**src/hdl/falt_pkg.sv**
```systemverilog
// Shared constants, payload types and control types of the LRU cache tag engine.
package falt_pkg;

    localparam int WAYS             = 16;
    localparam int BLOCK_BYTES_LOG2 = 6;
    localparam int ADDR_BITS        = 32;

    localparam int ADDR_IN_W  = 32;
    localparam int ADDR_USED  = (ADDR_BITS < ADDR_IN_W) ? ADDR_BITS : ADDR_IN_W;
    localparam int TAG_W      = ADDR_USED - BLOCK_BYTES_LOG2;
    localparam int WAY_BITS   = (WAYS > 1) ? $clog2(WAYS) : 1;
    localparam int TREE       = 1 << WAY_BITS;
    localparam int FILL_W     = $clog2(WAYS + 1);
    localparam int LVL_W      = $clog2(WAY_BITS + 1);
    localparam int AGE_W      = 32;
    localparam int CNT_W      = 32;
    localparam int QRY_W      = 31;
    localparam int BLK_OUT_W  = 26;
    localparam int WAY_OUT_W  = 4;

    localparam logic [QRY_W-1:0] HALVE_PERIOD = 31'd2147483640;

    localparam logic CMD_READ  = 1'b0;
    localparam logic CMD_WRITE = 1'b1;

    typedef struct packed {
        logic                 cmd;
        logic [ADDR_IN_W-1:0] address;
    } t_access;

    typedef struct packed {
        logic                 hit;
        logic [WAY_OUT_W-1:0] way_used;
        logic                 writeback_needed;
        logic [BLK_OUT_W-1:0] victim_block;
        logic [BLK_OUT_W-1:0] fill_block;
        logic [CNT_W-1:0]     read_count;
        logic [CNT_W-1:0]     write_count;
        logic [CNT_W-1:0]     read_miss_count;
        logic [CNT_W-1:0]     write_miss_count;
    } t_result;

    typedef struct packed {
        logic load;
        logic look;
        logic reduce;
        logic update;
    } t_dp_cmd;

    typedef struct packed {
        logic hit;
        logic full;
    } t_dp_status;

    typedef enum logic [1:0] {
        ST_IDLE,
        ST_LOOK,
        ST_REDUCE,
        ST_UPDATE
    } t_state;

endpackage

```
**src/hdl/falt_ctrl.sv**
```systemverilog
// Sequencing state machine of the LRU cache tag engine.
module falt_ctrl (
    input  logic                i_clk,
    input  logic                i_rst_n,
    input  logic                i_in_valid,
    input  logic                i_out_stall,
    input  falt_pkg::t_dp_status i_sts,
    output falt_pkg::t_dp_cmd   o_cmd,
    output logic                o_in_stall,
    output logic                o_out_valid
);
    import falt_pkg::*;

    t_state           r_state;
    t_state           n_state;
    logic [LVL_W-1:0] r_lvl;
    logic [LVL_W-1:0] n_lvl;
    logic             r_out_valid;
    logic             n_out_valid;

    always_ff @(posedge i_clk) begin
        if (!i_rst_n) begin
            r_state     <= ST_IDLE;
            r_lvl       <= '0;
            r_out_valid <= 1'b0;
        end else begin
            r_state     <= n_state;
            r_lvl       <= n_lvl;
            r_out_valid <= n_out_valid;
        end
    end

    always_comb begin
        n_state     = r_state;
        n_lvl       = r_lvl;
        o_cmd       = '0;
        o_in_stall  = 1'b1;
        n_out_valid = r_out_valid && i_out_stall;
        unique case (r_state)
            ST_IDLE: begin
                o_in_stall = 1'b0;
                if (i_in_valid) begin
                    o_cmd.load = 1'b1;
                    n_state    = ST_LOOK;
                end
            end
            ST_LOOK: begin
                o_cmd.look = 1'b1;
                n_lvl      = LVL_W'(1);
                if (i_sts.hit || !i_sts.full || (WAY_BITS == 1)) begin
                    n_state = ST_UPDATE;
                end else begin
                    n_state = ST_REDUCE;
                end
            end
            ST_REDUCE: begin
                o_cmd.reduce = 1'b1;
                n_lvl        = r_lvl + LVL_W'(1);
                if (r_lvl == LVL_W'(WAY_BITS - 1)) begin
                    n_state = ST_UPDATE;
                end
            end
            ST_UPDATE: begin
                if (!r_out_valid || !i_out_stall) begin
                    o_cmd.update = 1'b1;
                    n_out_valid  = 1'b1;
                    n_state      = ST_IDLE;
                end
            end
            default: begin
                n_state = ST_IDLE;
            end
        endcase
    end

    assign o_out_valid = r_out_valid;

endmodule

```
**src/hdl/falt_dp.sv**
```systemverilog
// Tag store, age counters, victim search tree and statistics of the LRU cache tag engine.
module falt_dp (
    input  logic                 i_clk,
    input  logic                 i_rst_n,
    input  falt_pkg::t_access    i_in_data,
    input  falt_pkg::t_dp_cmd    i_cmd,
    output falt_pkg::t_dp_status o_sts,
    output falt_pkg::t_result    o_out_data
);
    import falt_pkg::*;

    logic [TAG_W-1:0]    r_tag [WAYS];
    logic [WAYS-1:0]     r_valid;
    logic [WAYS-1:0]     r_dirty;
    logic [AGE_W-1:0]    r_age [WAYS];
    logic [AGE_W-1:0]    n_age [WAYS];
    logic [FILL_W-1:0]   r_filled;
    logic [QRY_W-1:0]    r_query;
    logic [CNT_W-1:0]    r_rd_cnt;
    logic [CNT_W-1:0]    r_wr_cnt;
    logic [CNT_W-1:0]    r_rdm_cnt;
    logic [CNT_W-1:0]    r_wrm_cnt;
    logic [CNT_W-1:0]    n_rd_cnt;
    logic [CNT_W-1:0]    n_wr_cnt;
    logic [CNT_W-1:0]    n_rdm_cnt;
    logic [CNT_W-1:0]    n_wrm_cnt;
    logic                r_is_write;
    logic [TAG_W-1:0]    r_blk;
    logic                r_hit;
    logic [WAY_BITS-1:0] r_hit_way;
    logic [WAY_BITS-1:0] r_cidx [TREE];
    logic [AGE_W-1:0]    r_cage [TREE];
    t_result             r_out;

    logic                match_any;
    logic [WAY_BITS-1:0] match_way;
    logic                full;
    logic [WAY_BITS-1:0] way_sel;
    logic                victim_wb;
    logic [QRY_W-1:0]    q_inc;
    logic                halve;

    always_comb begin
        match_any = 1'b0;
        match_way = '0;
        for (int i = WAYS - 1; i >= 0; i--) begin
            if (r_valid[i] && (r_tag[i] == r_blk)) begin
                match_any = 1'b1;
                match_way = WAY_BITS'(i);
            end
        end
    end

    assign full       = (r_filled == FILL_W'(WAYS));
    assign o_sts.hit  = match_any;
    assign o_sts.full = full;

    always_comb begin
        if (r_hit) begin
            way_sel = r_hit_way;
        end else if (full) begin
            way_sel = r_cidx[0];
        end else begin
            way_sel = r_filled[WAY_BITS-1:0];
        end
    end

    assign victim_wb = !r_hit && r_valid[way_sel] && r_dirty[way_sel];
    assign q_inc     = r_query + QRY_W'(1);
    assign halve     = (q_inc == HALVE_PERIOD);

    always_comb begin
        logic [AGE_W-1:0] a;
        for (int i = 0; i < WAYS; i++) begin
            if (way_sel == WAY_BITS'(i)) begin
                a = '0;
            end else if (r_valid[i]) begin
                a = r_age[i] + AGE_W'(1);
            end else begin
                a = r_age[i];
            end
            n_age[i] = halve ? (a >> 1) : a;
        end
    end

    always_comb begin
        n_rd_cnt  = r_rd_cnt;
        n_wr_cnt  = r_wr_cnt;
        n_rdm_cnt = r_rdm_cnt;
        n_wrm_cnt = r_wrm_cnt;
        if (r_is_write == CMD_WRITE) begin
            n_wr_cnt = r_wr_cnt + CNT_W'(1);
            if (!r_hit) begin
                n_wrm_cnt = r_wrm_cnt + CNT_W'(1);
            end
        end else begin
            n_rd_cnt = r_rd_cnt + CNT_W'(1);
            if (!r_hit) begin
                n_rdm_cnt = r_rdm_cnt + CNT_W'(1);
            end
        end
    end

    always_ff @(posedge i_clk) begin
        if (!i_rst_n) begin
            r_valid   <= '0;
            r_dirty   <= '0;
            r_filled  <= '0;
            r_query   <= '0;
            r_rd_cnt  <= '0;
            r_wr_cnt  <= '0;
            r_rdm_cnt <= '0;
            r_wrm_cnt <= '0;
            for (int i = 0; i < WAYS; i++) begin
                r_age[i] <= '0;
            end
        end else if (i_cmd.update) begin
            for (int i = 0; i < WAYS; i++) begin
                r_age[i] <= n_age[i];
            end
            r_valid[way_sel] <= 1'b1;
            r_dirty[way_sel] <= (r_is_write == CMD_WRITE) || (r_hit && r_dirty[way_sel]);
            if (!r_hit && !full) begin
                r_filled <= r_filled + FILL_W'(1);
            end
            r_query   <= halve ? '0 : q_inc;
            r_rd_cnt  <= n_rd_cnt;
            r_wr_cnt  <= n_wr_cnt;
            r_rdm_cnt <= n_rdm_cnt;
            r_wrm_cnt <= n_wrm_cnt;
        end
    end

    always_ff @(posedge i_clk) begin
        if (i_cmd.load) begin
            r_is_write <= i_in_data.cmd;
            r_blk      <= i_in_data.address[ADDR_USED-1:BLOCK_BYTES_LOG2];
            for (int i = 0; i < TREE; i++) begin
                r_cidx[i] <= WAY_BITS'(i);
                if (i < WAYS) begin
                    r_cage[i] <= r_age[i];
                end else begin
                    r_cage[i] <= '0;
                end
            end
        end else if (i_cmd.look || i_cmd.reduce) begin
            for (int i = 0; i < TREE / 2; i++) begin
                if (r_cage[2 * i + 1] > r_cage[2 * i]) begin
                    r_cidx[i] <= r_cidx[2 * i + 1];
                    r_cage[i] <= r_cage[2 * i + 1];
                end else begin
                    r_cidx[i] <= r_cidx[2 * i];
                    r_cage[i] <= r_cage[2 * i];
                end
            end
        end
        if (i_cmd.look) begin
            r_hit     <= match_any;
            r_hit_way <= match_way;
        end
        if (i_cmd.update) begin
            if (!r_hit) begin
                r_tag[way_sel] <= r_blk;
            end
            r_out.hit              <= r_hit;
            r_out.way_used         <= WAY_OUT_W'(way_sel);
            r_out.writeback_needed <= victim_wb;
            r_out.victim_block     <= victim_wb ? BLK_OUT_W'(r_tag[way_sel]) : '0;
            r_out.fill_block       <= BLK_OUT_W'(r_blk);
            r_out.read_count       <= n_rd_cnt;
            r_out.write_count      <= n_wr_cnt;
            r_out.read_miss_count  <= n_rdm_cnt;
            r_out.write_miss_count <= n_wrm_cnt;
        end
    end

    assign o_out_data = r_out;

endmodule

```
**src/hdl/fully_assoc_cache_lru_tags.sv**
```systemverilog
// Top level of the fully associative write-back cache tag and LRU replacement engine.
//
// One access (read or write with a byte address) is a transfer on the input
// channel, and every access gives exactly one result transfer on the output
// channel with hit, way used, write-back victim, fill block and statistics.
// The engine works on one access at a time and stalls its input until the
// access has been resolved. A hit or a fill of a free way goes from the input
// transfer through the look state to the update state, which writes the result
// register, and the next access is taken once the engine is back in idle.
// A miss with all ways in use runs the oldest-way search as a registered
// compare tree, one level per cycle, through the look state and then the
// reduce state once for each further level, before the update state.
// The result is held in an output register, so the next access is taken
// while the previous result still waits; a stalled result holds its value
// and the engine waits in the update state before writing a new one over it.
// Synchronous reset empties all ways and clears ages and counters; no
// clearing pass is needed, and the engine leaves reset in its idle state,
// ready to take an input.
module fully_assoc_cache_lru_tags (
    input  logic              i_clk,
    input  logic              i_rst_n,
    input  logic              i_in_valid,
    output logic              o_in_stall,
    input  falt_pkg::t_access i_in_data,
    output logic              o_out_valid,
    input  logic              i_out_stall,
    output falt_pkg::t_result o_out_data
);
    import falt_pkg::*;

    t_dp_cmd    cmd;
    t_dp_status sts;

    falt_ctrl u_ctrl (
        .i_clk       (i_clk),
        .i_rst_n     (i_rst_n),
        .i_in_valid  (i_in_valid),
        .i_out_stall (i_out_stall),
        .i_sts       (sts),
        .o_cmd       (cmd),
        .o_in_stall  (o_in_stall),
        .o_out_valid (o_out_valid)
    );

    falt_dp u_dp (
        .i_clk      (i_clk),
        .i_rst_n    (i_rst_n),
        .i_in_data  (i_in_data),
        .i_cmd      (cmd),
        .o_sts      (sts),
        .o_out_data (o_out_data)
    );

endmodule

```
**config.mk**
```make
export PLATFORM = sky130hd
export DESIGN_NAME = fully_assoc_cache_lru_tags
export DESIGN_NICKNAME = d
export VERILOG_FILES = /design/src/hdl/falt_pkg.sv /design/src/hdl/falt_ctrl.sv /design/src/hdl/falt_dp.sv /design/src/hdl/fully_assoc_cache_lru_tags.sv
export SDC_FILE = /design/constraint.sdc
export NUM_CORES = 2
export LEC_CHECK = 0
export CORE_UTILIZATION = 45
export DETAILED_ROUTE_END_ITERATION = 8
export DONT_BUFFER_PORTS = 1
export PLACE_DENSITY = 0.62
export SKIP_CTS_REPAIR_TIMING = 1
export SLEW_MARGIN = 40
export SYNTH_ARGS = -nofsm -noshare
export SYNTH_HDL_FRONTEND = slang
export SYNTH_SLANG_ARGS = --single-unit
```
**constraint.sdc**
```tcl
create_clock -name i_clk -period 23.8 [get_ports i_clk]
set_input_delay 1.19 -clock i_clk [delete_from_list [all_inputs] [get_ports i_clk]]
set_output_delay 1.19 -clock i_clk [all_outputs]
set_load 0.02 [all_outputs]
```
# Word-level counts from Yosys, hierarchy flattened
# Memory sizes are Yosys's and may differ from the RTL's. A register that Yosys moved wholly into a read port is not among the register bits.
# Index checks and enable logic that the tools add are counted.
# classes
eq_ne,40
reduce_logical,39
n_bitwise,49
muxes,231
addsub,23
n_lt_le_gt_ge,10
# op_table
operator,n
32-bit 2-to-1 mux,86
32-bit by 1-bit adder with 32-bit output (second input constant),20
26-bit equality test,16
32-bit greater-than comparator,8
4-bit 2-to-1 mux,26
1-bit 2-to-1 mux,103
1-bit bitwise OR,48
4-bit equality test (second input constant),8
31-bit by 1-bit adder with 31-bit output (second input constant),1
31-bit equality test (second input constant),1
31-bit 2-to-1 mux,1
1-bit logical AND,22
16-bit bitwise mux,1
4-bit by 3-bit equality test with 1-bit output (second input constant),4
16-bit bitwise OR,1
3-bit 2-to-1 mux,4
2-bit 2-to-1 mux,5
1-bit binary-select mux with 4-bit select,2
4-bit by 2-bit equality test with 1-bit output (second input constant),2
2-bit case mux with 4 select lines,1
8-bit OR reduction,1
3-bit case mux with 2 select lines,1
5-bit by 1-bit adder with 5-bit output (second input constant),1
5-bit equality test (second input constant),1
other kinds (19),28
# word_totals
reg_bits,394
out_inout_bits,188
wordCells,422
input_bits,37
ram_bits,1504
mem_count,4
# memory_table
memory,words,word_bits,rd,rd_ports_with_merged_regs,write_ports,line_no,text
u_dp.r_age,16,32,16,0,16,falt_dp.sv:15,logic [AGE_W-1:0] r_age [WAYS];
u_dp.r_cage,16,32,16,0,16,falt_dp.sv:32,logic [AGE_W-1:0] r_cage [TREE];
u_dp.r_tag,16,26,17,1,1,falt_dp.sv:12,logic [TAG_W-1:0] r_tag [WAYS];
u_dp.r_cidx,16,4,16,0,16,falt_dp.sv:31,logic [WAY_BITS-1:0] r_cidx [TREE];

# Depth between registers and ports, before layout
# An unclocked memory read counts as a cell.
# depth
word_depth,22
depth_mapped,15
ltp_nobuf,12

# By module
# Synthesis repeated with hierarchy kept, for this count alone.
# hier_totals
hier_cells,9301
hier_area_um2,100911.8
# modules_own_cells
module,seq_area_each_um2,cells_each,n_inst,area_per_inst_um2
falt_dp,54342.1,9259,1,100530.2
falt_ctrl,120.1,42,1,381.6

# Worst setup path before layout
# OpenSTA, ideal clock, no wires.
# synth_timing
kind,input to register
from,input port i_out_stall
to,"memory u_dp.r_age[3][4], in the netlist u_dp.r_age[0][100], enable pin"
arrival_time_ns,11.539
required_time_ns,22.960
stages,7
setup_slack_ns,11.421
path_buffers,2
setup_ns,0.840
cell_sequence,nand2_1 nand2_1 inv_1 clkbuf_1 nor2_1 clkbuf_1 inv_1
# synth_rtl
item,line_no,text
start: declaration,fully_assoc_cache_lru_tags.sv:26,"input logic i_out_stall,"
end: declaration,falt_dp.sv:15,

==> impl_metrics.yaml <==
setup_path:
  startpoint_type: "register"
  path_cells: "ha_1 > nand3_1 > nor4_1 > a311oi_1 > nor4_1 > o2111a_2 > buf_12 > buf_4 > buf_6 > nor3_1 > a211oi_1 > nor4_1"
  worst-path-buf-inv: 3
  cp_top_family: "buffers and inverters"
  crit_top_cell: "nor4_1"
  critPathKind: "register to register"
  slowest_stage: "o2111a_2"
  path_max_fanout: 149
  required_ns: 24.36
  critPathMaxStageDelay_ns: 0.78
  cp-end-kind: "register"
  cp.arrival_ns: 6.56
global_route:
  grt_pass1_wl_um: 413000
  grt_start_max_net_pins: 164
  antenna_found_initial: 6
  track_usage_pct: 23.6
  grt_overflow: 0
  grt_pass1_vias: 68900
timing:
  max_freq_mhz: 167
  totalNegativeSetupSlack_ns: 0
  slew-limit-headroom_pct: 40.4
  min_period_over_period_pct: 25.2
  setup_viol: 0
  finalHoldViolCount: 0
  grt_setup_unrepaired: "false"
  worst_pin_slew_ns: 0.895
  slew_violations: 0
  clock_skew_ns: 0.0502
  period_needed_ns: 5.99
  fin_ws_ns: 17.81
placement:
  io_buffer_count: 0
  dp_hpwl_um: 183000
  place.gp.congestion: 0.904
  dp_slack_ns: 17.91
  placedCellCount: 11800
synthesis:
  syn_inst: 9260
  syn-num-nets: 9583
  synth_ff_type: "edfxtp_1"
  ys_types: 91
  synth.top_cell.area_share_pct: 50.2
  ys_seq_area_share_pct: 54.2
  post-synth-top-area-cell: "edfxtp_1"
  synth_edf_count: 1682
  syn_avg_cell_area_um2: 10.9
  synth_area_um2: 101000
  synth-seq-cells: 1884
  synth_top_cells_by_area: "edfxtp_1, xnor2_1, xor2_1"
  yosys_warnings: 0
  synthArstFlopShare_pct: 0
cts:
  htree_levels: 4
  root_buffer: "clkbuf_16"
  clkTransAtPathRegs_ns: 0.06
  clockBufferDepth: 3
  cts_tree: "yes"
  numCtsBuffers: 204
  cts.sinks: 1884
  insertion_delay_ns: 0.85
detailed_routing:
  drc: 0
  viasPerCell: 5.85
  vias: 71500
  drt-pass1-iter-count: 8
  routed_wl_um: 270000
  antenna_left: 0
  drt_iter0_drc: 7099
  routedWlPerCell_um: 22.1
floorplan:
  die_y_um: 475
  initial_utilization_pct: 45.3
  coreArea_um2: 222000
  io_pins: 225
  fp-row-count: 173
  die_x_um: 475
  die_area_um2: 226000
finish:
  layout-drive-gt1-share_pct: 7.52
  fin_util_pct: 49.8
  regArea_um2: 54600
  area_growth_pct: 9.85
  fillCellCount: 19500
  fin_cells: 12200
  final_cell_mix: "edfxtp_1, nor2_1, nand2_1, xnor2_1, xor2_1"
  nets: 9395
  multi_input_area_um2: 42900
  final_common_cell: "edfxtp_1"
worst_hold_path:
  min_path_type: "input pin to register"
job:
  cap_violations: 0
run_status:
  status: "completed"
power_and_ir_drop:
  p_total_uw: 11300
  ir_drop_v: 0.0000844
  powerDensity_nw_per_um2: 103
  leakagePower_uw: 0.0399
-- flip-flops by register name (all words and copies together) (netlist names), 24 cells and up --
register         flops
u_dp.o_out_data    186
u_dp.r_age         512
u_dp.r_blk          26
u_dp.r_cage        512
u_dp.r_cidx         24
u_dp.r_query        31
u_dp.r_rd_cnt       32
u_dp.r_rdm_cnt      32
u_dp.r_tag         416
u_dp.r_wr_cnt       32
u_dp.r_wrm_cnt      32
-- cell usage after synthesis, drive strengths merged (216+ instances only) --
library cell	instances
a21oi	292
buf	216
clkbuf	309
edfxtp	1682
ha	286
inv	311
nand2	944
nand3	360
nand4	267
nor2	983
nor3	426
o21ai	382
xnor2	565
xor2	522
-- path summary, 6_finish.rpt --
check | start | slack [ns] | endpoint | cells after the start
worst max register to register | u_dp.r_query[0] | 17.81 | u_dp.r_age[3][93] | 12
worst max-delay path | u_dp.r_query[0] | 17.81 | u_dp.r_age[3][93] | 12
worst min register to register | u_dp.r_blk[3] | 0.45 | u_dp.o_out_data[131] | 0
worst min-delay path | i_in_data[14] | 0.42 | u_dp.r_blk[8] | 0
-- power breakdown --
part,internal (uW),switching [uW],leakage [uW]
Clock,1900,1380,0.00339
Sequential,4470,498,0.0182
Combinational,1070,2020,0.0183
-- metrics by stage --
step / hold WS [ns] / area [um2]
2_1_floorplan: 0.424 / 101000
3_3_place_gp: 0.435 / 103000
3_5_place_dp: 0.440 / 104000
4_1_cts: 0.370 / 111000
5_1_grt: 0.392 / 111000
6_report: 0.423 / 111000
-- cell type report --
| cell class | count | share of cell area, % |
|---|---|---|
| Sequential cell | 1884 | 49.3 |
| Multi-Input combinational cell | 6538 | 38.8 |
| Antenna cell | 4 | 0.00905 |
| Clock buffer | 248 | 4.90 |
| Clock inverter | 138 | 1.39 |
| Inverter | 313 | 1.11 |
| Timing Repair Buffer | 131 | 1.09 |
| Tap cell | 2975 | 3.36 |
-- per-layer routing --
metal  part of all wire (%)  routed length [um]  GRT usage (%)  vias to the layer above
li1                       -                   -              -                    33300
met5                      0                   0              0                        -
met2                     46              125000           37.5                     2519
met3                    7.0               18900           3.72                      439
met4                    3.1                8290           7.53                        0
met1                     44              118000           33.0                    35300
-- kinds of logic after synthesis --
family	Yosys count	synth area share (%)
buffers and inverters	838	3.52
DFF	1884	54.2
xor gates and xnor gates	1087	9.45
adders and majority gates	286	3.55
AOI/OAI and AO/OA	1238	7.82
and+or+nand+nor	3619	17.1
muxes	308	4.43
No activity file was read; power rests on OpenSTA's default activity.
